===== config.mk =====
export PLATFORM = sky130hd
export DESIGN_NAME = ofr_refresh
export DESIGN_NICKNAME = d
export VERILOG_FILES = /design/src/rtl/ofr_pkg.sv /design/src/rtl/ofr_refresh.sv
export SDC_FILE = /design/constraint.sdc
export NUM_CORES = 1
export LEC_CHECK = 0
export BUFFER_PORTS_ARGS = -buffer_cell sky130_fd_sc_hd__buf_2
export CAP_MARGIN = 20
export CORE_UTILIZATION = 56
export CTS_BUF_LIST = sky130_fd_sc_hd__clkbuf_4 sky130_fd_sc_hd__clkbuf_8
export CTS_CLUSTER_DIAMETER = 120
export DETAILED_ROUTE_END_ITERATION = 6
export PLACE_DENSITY = 0.82
export SYNTH_ARGS = -nofsm -noshare
export SYNTH_HDL_FRONTEND = slang
export SYNTH_SLANG_ARGS = --single-unit
export TNS_END_PERCENT = 30

===== constraint.sdc =====
create_clock -name aclk -period 2.7 [get_ports aclk]
set_input_delay 0.54 -clock aclk [delete_from_list [all_inputs] [get_ports aclk]]
set_output_delay 0.54 -clock aclk [all_outputs]
set_load 0.1 [all_outputs]

===== src/rtl/ofr_pkg.sv =====
// ----------------------------------------------------------------------------
// ofr_pkg
// Shared constants, types and the glyph table of the text framebuffer
// refresher.
// ----------------------------------------------------------------------------
package ofr_pkg;

    // Default geometry
    localparam int OFR_WIDTH       = 128;
    localparam int OFR_PAGES       = 8;
    localparam int OFR_CHUNK_BYTES = 16;

    // Character cell
    localparam int GLYPH_COLS = 5;
    localparam int CELL_COLS  = 6;

    // Bus bytes
    localparam logic [7:0] CTRL_CMD     = 8'h00;
    localparam logic [7:0] CTRL_DATA    = 8'h40;
    localparam logic [7:0] CMD_PAGE     = 8'hB0;
    localparam logic [7:0] CMD_COL_LOW  = 8'h00;
    localparam logic [7:0] CMD_COL_HIGH = 8'h10;
    localparam logic [7:0] NIBBLE       = 8'h0F;

    // Register reset values
    localparam logic [6:0] I2C_ADDR_RESET   = 7'h3C;
    localparam logic [7:0] COL_OFFSET_RESET = 8'd2;

    // Register indexes
    localparam logic CFG_I2C_ADDRESS   = 1'b0;
    localparam logic CFG_COLUMN_OFFSET = 1'b1;

    // Request kinds
    localparam logic [1:0] REQ_DRAW    = 2'd0;
    localparam logic [1:0] REQ_CLEAR   = 2'd1;
    localparam logic [1:0] REQ_REFRESH = 2'd2;

    typedef struct packed {
        logic [6:0] i2c_address;
        logic [7:0] column_offset;
    } ofr_cfg_t;

    // Five glyph columns, leftmost column in the top byte; unknown codes are blank
    function automatic logic [39:0] glyph_bits(input logic [7:0] code);
        logic [39:0] g;
        g = '0;
        case (code) inside
            8'h3A:        g = 40'h00_36_36_00_00; // ':'
            8'h2E:        g = 40'h00_00_60_60_00; // '.'
            8'h61:        g = 40'h20_54_54_54_78; // 'a'
            8'h63:        g = 40'h38_44_44_44_20; // 'c'
            8'h64:        g = 40'h38_44_44_44_78; // 'd'
            8'h65:        g = 40'h38_54_54_54_18; // 'e'
            8'h66:        g = 40'h08_7E_09_01_02; // 'f'
            8'h67:        g = 40'h18_A4_A4_A4_7C; // 'g'
            8'h68:        g = 40'h7F_08_04_04_78; // 'h'
            8'h69:        g = 40'h00_44_7D_40_00; // 'i'
            8'h6C:        g = 40'h00_41_7F_40_00; // 'l'
            8'h6E:        g = 40'h7C_04_02_04_78; // 'n'
            8'h6F:        g = 40'h38_44_44_44_38; // 'o'
            8'h70:        g = 40'hFC_24_24_24_18; // 'p'
            8'h72:        g = 40'h7C_08_04_04_08; // 'r'
            8'h73:        g = 40'h48_54_54_54_24; // 's'
            8'h74:        g = 40'h04_3F_44_40_20; // 't'
            8'h77, 8'h57: g = 40'h7C_40_30_40_7C; // 'w', 'W'
            8'h43:        g = 40'h3E_41_41_41_22; // 'C'
            8'h50:        g = 40'h7F_09_09_09_06; // 'P'
            8'h44:        g = 40'h7F_41_41_22_1C; // 'D'
            default:      g = '0;
        endcase
        return g;
    endfunction

endpackage


===== src/rtl/ofr_refresh.sv =====
// ----------------------------------------------------------------------------
// ofr_refresh
// Page refresh sequencer: emits one bus write per start, one byte a cycle
// while the receiver takes them, through a read stage and an output register.
// ----------------------------------------------------------------------------
module ofr_refresh import ofr_pkg::*; #(
    parameter int WIDTH       = OFR_WIDTH,
    parameter int PAGES       = OFR_PAGES,
    parameter int CHUNK_BYTES = OFR_CHUNK_BYTES,
    parameter int DEPTH       = OFR_WIDTH * OFR_PAGES,
    parameter int ADDR_W      = 10
) (
    input  logic              aclk,
    input  logic              aresetn,
    input  logic              start,
    input  ofr_cfg_t          cfg,
    output logic              busy,
    output logic              rd_en,
    output logic [ADDR_W-1:0] rd_addr,
    input  logic [7:0]        rd_data,
    output logic              m_tvalid,
    input  logic              m_tready,
    output logic [15:0]       m_tdata,  // [7:0] tx_byte, [14:8] target_address, [15] zero
    output logic              m_tlast,  // last_of_transaction
    output logic              m_tuser   // last_of_frame
);

    localparam int COL_W  = $clog2(WIDTH);
    localparam int PAGE_W = (PAGES > 1) ? $clog2(PAGES) : 1;
    localparam int BI_MAX = (CHUNK_BYTES > 2) ? CHUNK_BYTES : 2;
    localparam int BI_W   = $clog2(BI_MAX + 1);

    typedef enum logic [2:0] {
        K_PAGE = 3'b001,
        K_COL  = 3'b010,
        K_DATA = 3'b100
    } ofr_kind_t;

    ofr_kind_t         kind_reg;
    logic              busy_reg;
    logic [BI_W-1:0]   bi_reg;
    logic [COL_W-1:0]  col_reg;
    logic [PAGE_W-1:0] page_reg;
    logic [ADDR_W-1:0] rd_addr_reg;

    logic              p_valid_reg;
    logic              p_is_data_reg;
    logic [7:0]        p_byte_reg;
    logic [6:0]        p_addr_reg;
    logic              p_lt_reg;
    logic              p_lf_reg;

    logic              m_tvalid_reg;
    logic [7:0]        o_byte_reg;
    logic [6:0]        o_addr_reg;
    logic              o_lt_reg;
    logic              o_lf_reg;

    logic              o_free;
    logic              p_move;
    logic              p_free;
    logic              issue;
    logic [7:0]        gen_byte;
    logic              gen_is_data;
    logic              gen_last;
    logic              gen_lf;
    logic              col_end;
    logic              page_end;

    assign o_free   = !m_tvalid_reg || m_tready;
    assign p_move   = p_valid_reg && o_free;
    assign p_free   = !p_valid_reg || p_move;
    assign issue    = busy_reg && p_free;
    assign col_end  = (col_reg == COL_W'(WIDTH - 1));
    assign page_end = (page_reg == PAGE_W'(PAGES - 1));

    always_comb begin
        gen_byte    = CTRL_CMD;
        gen_is_data = 1'b0;
        gen_last    = 1'b0;
        gen_lf      = 1'b0;
        unique case (kind_reg)
            K_PAGE: begin
                if (bi_reg != '0) begin
                    gen_byte = CMD_PAGE | 8'(page_reg);
                    gen_last = 1'b1;
                end
            end
            K_COL: begin
                if (bi_reg == BI_W'(1)) begin
                    gen_byte = CMD_COL_LOW | (cfg.column_offset & NIBBLE);
                end else if (bi_reg != '0) begin
                    gen_byte = CMD_COL_HIGH | ((cfg.column_offset >> 4) & NIBBLE);
                    gen_last = 1'b1;
                end
            end
            K_DATA: begin
                if (bi_reg == '0) begin
                    gen_byte = CTRL_DATA;
                end else begin
                    gen_is_data = 1'b1;
                    gen_last    = (bi_reg == BI_W'(CHUNK_BYTES)) || col_end;
                    gen_lf      = col_end && page_end;
                end
            end
            default: begin
                gen_byte = CTRL_CMD;
            end
        endcase
    end

    // Sequencer position
    always_ff @(posedge aclk) begin
        if (!aresetn) begin
            kind_reg    <= K_PAGE;
            busy_reg    <= 1'b0;
            bi_reg      <= '0;
            col_reg     <= '0;
            page_reg    <= '0;
            rd_addr_reg <= '0;
        end else begin
            if (start) begin
                busy_reg <= 1'b1;
            end
            if (issue) begin
                if (gen_last) begin
                    bi_reg   <= '0;
                    busy_reg <= 1'b0;
                    unique case (kind_reg)
                        K_PAGE:  kind_reg <= K_COL;
                        K_COL:   kind_reg <= K_DATA;
                        K_DATA:  kind_reg <= col_end ? K_PAGE : K_DATA;
                        default: kind_reg <= K_PAGE;
                    endcase
                end else begin
                    bi_reg <= bi_reg + BI_W'(1);
                end
                if (gen_is_data) begin
                    col_reg     <= col_end ? '0 : col_reg + COL_W'(1);
                    rd_addr_reg <= (rd_addr_reg == ADDR_W'(DEPTH - 1)) ? '0
                                 : rd_addr_reg + ADDR_W'(1);
                    if (col_end) begin
                        page_reg <= page_end ? '0 : page_reg + PAGE_W'(1);
                    end
                end
            end
        end
    end

    // Read stage and output register
    always_ff @(posedge aclk) begin
        if (!aresetn) begin
            p_valid_reg  <= 1'b0;
            m_tvalid_reg <= 1'b0;
        end else begin
            if (p_free) begin
                p_valid_reg <= issue;
            end
            if (o_free) begin
                m_tvalid_reg <= p_valid_reg;
            end
        end
    end

    always_ff @(posedge aclk) begin
        if (issue) begin
            p_is_data_reg <= gen_is_data;
            p_byte_reg    <= gen_byte;
            p_addr_reg    <= cfg.i2c_address;
            p_lt_reg      <= gen_last;
            p_lf_reg      <= gen_lf;
        end
        if (p_move) begin
            o_byte_reg <= p_is_data_reg ? rd_data : p_byte_reg;
            o_addr_reg <= p_addr_reg;
            o_lt_reg   <= p_lt_reg;
            o_lf_reg   <= p_lf_reg;
        end
    end

    assign busy     = busy_reg;
    assign rd_en    = issue && gen_is_data;
    assign rd_addr  = rd_addr_reg;
    assign m_tvalid = m_tvalid_reg;
    assign m_tdata  = {1'b0, o_addr_reg, o_byte_reg};
    assign m_tlast  = o_lt_reg;
    assign m_tuser  = o_lf_reg;

    // Read address tracks page and column
    a_addr_track: assert property (@(posedge aclk) disable iff (!aresetn)
        rd_addr_reg == ADDR_W'(int'(page_reg) * WIDTH + int'(col_reg)))
        else $error("refresh read address out of step with page and column");

    // A stalled read stage must keep its memory data
    a_hold_read: assert property (@(posedge aclk) disable iff (!aresetn)
        (p_valid_reg && !o_free) |-> !rd_en)
        else $error("memory read issued while read stage stalled");

    // Page commands always start at column zero
    a_page_start: assert property (@(posedge aclk) disable iff (!aresetn)
        (kind_reg == K_PAGE) |-> (col_reg == '0))
        else $error("page command pending mid-page");

    a_frame_end: assert property (@(posedge aclk) disable iff (!aresetn)
        (m_tvalid_reg && o_lf_reg) |-> o_lt_reg)
        else $error("frame end not on final byte of a write");

endmodule


# Word level (Yosys, flattened, before mapping)
# Index checks and enable logic that the tools add are counted.
# totals
ff_bits	66
inputBits	27
elab_cells	66
# op_classes
addsub	4
n_eq_ne	8
n_mux	21
bitwise_logic	1
reduce_logical	15
# ops
op	n
8-bit case mux with 3 select lines	1
8-bit two-way mux	2
5-bit two-way mux	3
7-bit two-way mux	2
10-bit by 1-bit adder with 10-bit output (second input constant)	1
10-bit equality test (second input constant)	1
10-bit two-way mux	1
3-bit case mux with 3 select lines	1
1-bit two-way mux	8
7-bit by 1-bit adder with 7-bit output (second input constant)	1
7-bit equality test (second input constant)	1
3-bit equality test (second input constant)	2
3-bit two-way mux	2
5-bit by 1-bit adder with 5-bit output (second input constant)	1
5-bit by 1-bit equality test with 1-bit output (second input constant)	1
5-bit equality test (second input constant)	1
5-bit logical NOT	1
5-bit nonzero test	1
1-bit logical AND	4
2-bit AND reduction	2
3-bit by 1-bit adder with 3-bit output (second input constant)	1
3-bit by 1-bit equality test with 1-bit output (second input constant)	1
3-bit by 2-bit equality test with 1-bit output (second input constant)	1
1-bit logical OR	3
5 further kinds	6

# Depth between registers and ports, before layout
# Gate-level depths: netlist of run 1.
# depth
word_depth	6
mapped_depth	9
ltp_nobuf	8

# Worst setup path before layout of run 1
# No wires, ideal clock.
# synth_path
kind	reg2reg
start	register busy_reg, in the netlist busy
end	register rd_addr_reg[7], in the netlist rd_addr[7]
t_arrival_ps	2414
setup_slack_ps	219
path_stages_with_launch	7
path_buffers	1
cell_sequence	dfxtp_1 -> nand4_4 -> inv_2 -> buf_2 -> nand4_1 -> xor2_1 -> nor2_1
# synth_via
elab_chain_len	2
# synth_lines
element	line	source
start, declared	ofr_refresh.sv:40	logic busy_reg;
start signal, assigned	ofr_refresh.sv:116	busy_reg <= 1'b0;
start signal, assigned	ofr_refresh.sv:123	busy_reg <= 1'b1;
start signal, assigned	ofr_refresh.sv:128	busy_reg <= 1'b0;
1-bit logical AND	ofr_refresh.sv:73	assign issue = busy_reg && p_free;
2-bit AND reduction (no line)	n/a	
end signal, assigned	ofr_refresh.sv:140	rd_addr_reg <= (rd_addr_reg == ADDR_W'(DEPTH - 1)) ? '0
end, declared	ofr_refresh.sv:44	logic [ADDR_W-1:0] rd_addr_reg;
# Every way passes these cells.
# A chain may end at the register's enable or synchronous reset.

# Final worst setup path of run 1
# layout_path
start	register bi_reg[0]
end	output rd_en
# layout_via
elab_chain_len	4
# layout_lines
element	line	source
start, declared	ofr_refresh.sv:41	logic [BI_W-1:0] bi_reg;
start signal, assigned	ofr_refresh.sv:136	bi_reg <= bi_reg + BI_W'(1);
5-bit logical NOT	ofr_refresh.sv:98	if (bi_reg == '0) begin
1-bit two-way mux	ofr_refresh.sv:98	
1-bit two-way mux	ofr_refresh.sv:82	unique case (kind_reg)
1-bit logical AND	ofr_refresh.sv:182	assign rd_en = issue && gen_is_data;
end, declared	ofr_refresh.sv:18	output logic rd_en,
# Every way passes these cells.

==> results of run 1 <==
[routing by layer]
| metal | GRT usage | up-vias |
|---|---|---|
| li1 | - | 991 |
| met4 | 0.0784 | 0 |
| met3 | 0.0750 | 6 |
| met2 | 0.324 | 65 |
| met5 | 0 | - |
| met1 | 0.250 | 914 |
[cell type report]
| class | instances | area share |
|---|---|---|
| well taps | 67 | 0.0254 |
| multi-input cells | 156 | 0.313 |
| clock buffers | 9 | 0.0376 |
| inverters | 11 | 0.0125 |
| repair buffers | 59 | 0.0926 |
| clock inverters | 7 | 0.0213 |
| flip-flops and latches | 65 | 0.498 |
[placed cells by master (no fill, tap or decap), types with 2 or more instances in the layout]
| cell type | instances |
|---|---|
| dfxtp_1 | 31 |
| nor2_1 | 22 |
| nor2b_1 | 2 |
| buf_4 | 4 |
| nor3_1 | 4 |
| a222oi_1 | 3 |
| buf_2 | 55 |
| nor3b_1 | 3 |
| ha_1 | 7 |
| nand3_1 | 10 |
| or3_1 | 3 |
| nand2_1 | 26 |
| nand4_1 | 5 |
| and2_1 | 3 |
| xnor2_1 | 3 |
| clkinvlp_4 | 2 |
| clkinv_1 | 2 |
| clkbuf_8 | 9 |
| a21oi_1 | 14 |
| and3_1 | 3 |
| edfxtp_1 | 34 |
| xor2_1 | 8 |
| or4_1 | 3 |
| o21ai_0 | 5 |
| a31o_2 | 2 |
| o211ai_1 | 2 |
| nand3b_1 | 3 |
| mux2_2 | 6 |
| inv_1 | 10 |
| or4b_4 | 2 |
[worst max path at each step]
stage                    from         end  slack [ns]  cells after the start
detailed placement  bi_reg[0]       rd_en        0.46                      6
finish              bi_reg[0]       rd_en        0.19                      6
global route        bi_reg[0]       rd_en        0.04                      6
floorplan                busy  rd_addr[7]        0.22                      6
global placement    bi_reg[0]       rd_en        0.50                      6
CTS                 bi_reg[0]       rd_en        0.07                      6
[cell families (layout without fill, tap and decap cells)]
logic type	Yosys count	in the layout
AOI/OAI and AO/OA	34	34
xor gates and xnor gates	11	11
adders and majority gates	7	7
buffers and inverters	17	86
DFF	65	65
muxes	7	7
other	1	1
and+or+nand+nor	96	96
[where the power goes]
group	switching (mW)	internal, mW
clock network	0.373	0.424
registers	0.0219	1.09
logic	0.194	0.0689
[per-stage QoR]
| stage | utilization | power (mW) |
|---|---|---|
| detailed placement | 0.656 | 1.40 |
| global route | 0.698 | 2.25 |
| floorplan | - | 1.34 |
| global placement | 0.656 | 1.39 |
| CTS | 0.697 | 2.19 |
| finish | 0.698 | 2.17 |
==> metrics.txt, run 1 <==
asr flop ratio synth 0; hold_sp cfg[11]; Initial Util 0.582; clock slew at reported path FFs 0.07 ns; actual slew at the worst max-slew pin 0.656 ns; CP peak stage delay 0.50 ns; first-pass GRT wire length 7.85 mm; Routed WL per cell 13.1 µm; share of cells above drive strength 1 0.293; max-slew violations 0; Synth Area in Compound Gates 0.0860; final instance area 3300 µm²; outcome finished, final reports clean; final setup vio count 0; Clock Latency Late Sink 0.34 ns; relative slew slack 0.562; drt first pass iters 4; most common flop cell mapped by yosys edfxtp_1; Hold WS 0.376 ns; TritonCTS clock tree yes; Setup TNS 0 ns; Final HPWL DP 3.49 mm; met3 wire length 280 µm; FF-to-FF End page_reg[0]; Layout area overhead 19.9%; Reg2Reg Depth 9; Seq cells post-synth 65; Synth Area in Adders 0.0319; Critical Path RT 2.16 ns; Max Fclk 399 MHz; Iter 0 DRT Violations 112; Inserted Clock Buffers 9; top cells by count, synth 34 x edfxtp_1, 31 x dfxtp_1, 26 x nand2_1, 22 x nor2_1, 14 x a21oi_1; CP endpoint kind primary output; htree depth 3; clk sinks 65; Via-to-Cell Ratio 5.28; non-filler cells, final 374; Synth cell types 47; Buf/Inv on CP 3; YS warnings 0; Largest register FFs 10; setup ws final 0.191 ns; port bufs 56; top-count cell post-synth edfxtp_1; Yosys top cell area share 0.371; initial antenna violation count 0; synthesized area 2750 µm²; HP Class in -> reg; Max-cap violations 0; Multi-input gate area 1030 µm²; hold path depth 1; WL met1 2.22 mm; register area 1640 µm²; max layer used met4; nets 336; fraction of the mapped netlist area in simple logic gates 0.193; clk buf depth 2; Synth Instances 238; total core area 4720 µm²; post-CTS setup buffers 0; Peak VDD IR 0.395 mV; Crit Path Category reg -> out; synth top area cells edfxtp_1 37%, dfxtp_1 23%, nand2_1 3.6%; number of synthesized flops with an enable pin 34; reg2reg setup slack 0.54 ns; post-synthesis sequential area ratio 0.597; Antenna diodes 0; layout filler cell count 366; critical path peak fanout 9; min Tclk post-route 2.51 ns; Met2 Wirelength 2.36 mm; crit start category flop; GRT Residual Overflow 0; Final Hold Fails 0; Detail Route Antenna Nets 0; Synth Area in XOR/XNOR 0.0350; # resized after CTS 0; pwr dens 659 nW/µm²; IO Count 58; GRT Overall Usage 0.202; Lkg Pwr 1.33 nW; Residual DRC 0; largest family of logic cells by synthesized area simple AND/OR/NAND/NOR gates; Worst R2R Start bi_reg[0]; Syn Area/Cell 11.5 µm²; cell taking the most area after synthesis edfxtp_1; Die Y 72.1 µm; Crit path max-delay family simple AND/OR/NAND/NOR gates; Inst Count DP 358; pre-CTS WS 0.460 ns; placed inst area 3100 µm²; Critical Path AT 1.97 ns; chip width 72.1 µm; mux share of post-synthesis cell area 0.0282; RSZ-0062 raised after global routing false; Final Cycle Share 0.929; vias in the first global route 1783; skew final 0.00764 ns; via count 1976; Site Rows 25; final wirelength 4.92 mm; clock root buffer master clkbuf_8; CP Cell Sequence inv_1 -> ha_1 -> or4b_4 -> nand4_4 -> inv_2 -> buf_4; crit path max-delay cell type or4b_4; CTS Hold Bufs 0; GPL Wtd Cong 0.801; largest net degree at the start of global routing 20; syn_nets 272; Hold Path Sink p_addr_reg[3]; Die ar. 5190 µm²
Note: power is estimated with default switching activity, not from simulation.
==> run 2: changes to the inputs <==
Settings changed: ABC_AREA from default to 1, CORE_UTILIZATION 56 to 57.
==> run 2 against run 1 <==
  * Total power up 9.0%
  * Critical path type unchanged
  * Area after synthesis up 8.3%
  * Synthesized cell count up 27%
  * Via count up 14%
  * Cell area up 7.3%
  * Largest cell class unchanged
  * Highest routed layer unchanged
  * Wire length up 11%
  * First-iteration DRC count down 1.8%
  * Largest power group unchanged
  * Fmax up 5.6%
==> metrics.txt, run 2 <==
skew final 0.00650 ns (-0.00114 ns); min Tclk post-route 2.38 ns (-0.132 ns); critical path peak fanout 6 (-3); Layout area overhead 18.8%; htree depth 3 (unchanged); Peak VDD IR 0.442 mV (+12%); most frequent cells in the layout 70 x nand2_1, 56 x buf_2, 34 x edfxtp_1; HP Class in -> reg; chip width 74.3 µm (+3.1%); hold_sp cfg[11]; clk sinks 65 (unchanged); nets 402 (+20%); setup ws final 0.323 ns (+0.132 ns); CTS Hold Bufs 0 (unchanged); vias in the first global route 2127 (+19%); first-pass GRT wire length 9.21 mm (+17%); Syn Area/Cell 9.83 µm² (-15%); share of cells above drive strength 1 0.295 (+0.00175); GPL Wtd Cong 0.810 (+1.1%); via count 2248 (+14%); hold path depth 1 (unchanged); Critical Path AT 1.84 ns (-0.13 ns); top cells by count, synth 70 x nand2_1, 34 x edfxtp_1, 33 x inv_1, 31 x dfxtp_1, 22 x nor2_1; Inserted Clock Buffers 9 (unchanged); top-count cell post-synth nand2_1; post-CTS setup buffers 0 (unchanged); initial antenna violation count 0 (unchanged); port bufs 56 (unchanged); Routed WL per cell 12.4 µm (-5.7%); Final Hold Fails 0 (unchanged); Reg2Reg Depth 11 (+2); FF-to-FF End page_reg[1]; final instance area 3540 µm² (+7.3%); Residual DRC 0 (unchanged); Largest register FFs 10 (unchanged); Synth cell types 38 (-19%); Final Core Density 0.725 (+0.0269); Lkg Pwr 1.53 nW (+15%); Crit Path Category reg -> out; synthesized area 2980 µm² (+8.3%); Die ar. 5520 µm² (+6.3%); final wirelength 5.45 mm (+11%); Synth Instances 303 (+27%); Hold Path Sink p_addr_reg[3]; Critical Path RT 2.16 ns (about the same); Max Fclk 421 MHz (+5.6%); Clock Latency Late Sink 0.33 ns (about the same); Seq cells post-synth 65 (unchanged); most common cell after layout, fill and taps aside nand2_1; Via-to-Cell Ratio 5.11 (-3.3%); CP Cell Sequence inv_1 -> ha_1 -> nand3_4 -> nand2_8 -> nor2_8 -> buf_2; Buf/Inv on CP 2 (-1); # resized after CTS 0 (unchanged); Final HPWL DP 3.93 mm (+13%); Initial Util 0.610 (+0.0283); TritonCTS clock tree yes; final setup vio count 0 (unchanged); CP peak stage delay 0.43 ns (-0.07 ns); CP endpoint kind primary output; Iter 0 DRT Violations 110 (-1.8%); drt first pass iters 4 (unchanged); placed inst area 3320 µm² (+7.0%); RSZ-0062 raised after global routing false; GRT Overall Usage 0.225 (+0.0227); Final Cycle Share 0.880 (-0.0489); YS warnings 0 (unchanged); Antenna diodes 0 (unchanged); pre-CTS WS 0.627 ns (+0.167 ns); cell taking the most area after synthesis edfxtp_1; largest net degree at the start of global routing 20 (unchanged); synth top area cells edfxtp_1 34%, dfxtp_1 21%, nand2_1 8.8%; IO Count 58 (unchanged); clock slew at reported path FFs 0.07 ns (about the same); post-synthesis sequential area ratio 0.551 (-0.0459); GRT Residual Overflow 0 (unchanged); pwr dens 670 nW/µm² (+1.6%); reg2reg setup slack 0.88 ns (+0.34 ns); asr flop ratio synth 0 (unchanged); syn_nets 337 (+24%); max-slew violations 0 (unchanged); Setup TNS 0 ns (unchanged); Detail Route Antenna Nets 0 (unchanged); Site Rows 25 (unchanged); total core area 4880 µm² (+3.3%); Worst R2R Start bi_reg[0]; outcome finished, final reports clean; clock root buffer master clkbuf_8; crit path max-delay cell type buf_2; most common flop cell mapped by yosys edfxtp_1; number of synthesized flops with an enable pin 34 (unchanged); Max-cap violations 0 (unchanged); Die Y 74.3 µm (+3.1%); Yosys top cell area share 0.343 (-0.0286); clk buf depth 2 (unchanged); Crit path max-delay family buffers and inverters; crit start category flop
-- run 2: layout make-up --
class / count / area (µm²)
Timing Repair Buffer: 59 / 303
Multi-Input combinational cell: 197 / 1150
Clock inverter: 7 / 95.1
Sequential cell: 65 / 1640
Fill cell: 388 / 1340
Clock buffer: 9 / 124
Tap cell: 67 / 83.8
Inverter: 36 / 140
-- run 2: per-stage QoR --
stage | std cells | total power [mW] | hold WS (ns)
final | 440 | 2.37 | 0.377
after global routing | 440 | 2.46 | 0.360
after CTS | 440 | 2.39 | 0.365
after detailed placement | 424 | 1.50 | 0.405
after global placement | 424 | 1.49 | 0.401
after floorplan | 303 | 1.43 | 0.400
-- run 2: where the power goes --
part	switching [mW]	internal, mW
clock network	0.373	0.519
logic	0.270	0.0783
registers	0.0237	1.11
total	0.666	1.70
-- run 2: kinds of logic after synthesis --
logic type,synth area share
DFF,0.551
and+or+nand+nor,0.280
other,0.00126
buffers and inverters,0.0626
AOI/OAI and AO/OA,0.0576
adders and majority gates,0.0294
xor gates and xnor gates,0.0176
-- run 2: worst max path at each step --
stage                     cells after the start  startpoint          to
final                                         6   bi_reg[0]       rd_en
after global routing                          6   bi_reg[0]       rd_en
after CTS                                     6   bi_reg[0]       rd_en
after detailed placement                      6    m_tready       rd_en
after global placement                        6    m_tready       rd_en
after floorplan                               6  rd_addr[0]  rd_addr[0]
-- run 2: metal layers --
layer / global-route usage / routed length (µm) / vias to the layer above
li1: - / - / 1134
met1: 0.286 / 2370 / 1026
met2: 0.357 / 2610 / 80
met3: 0.0623 / 401 / 8
met4: 0.109 / 72 / 0
met5: 0 / 0 / -
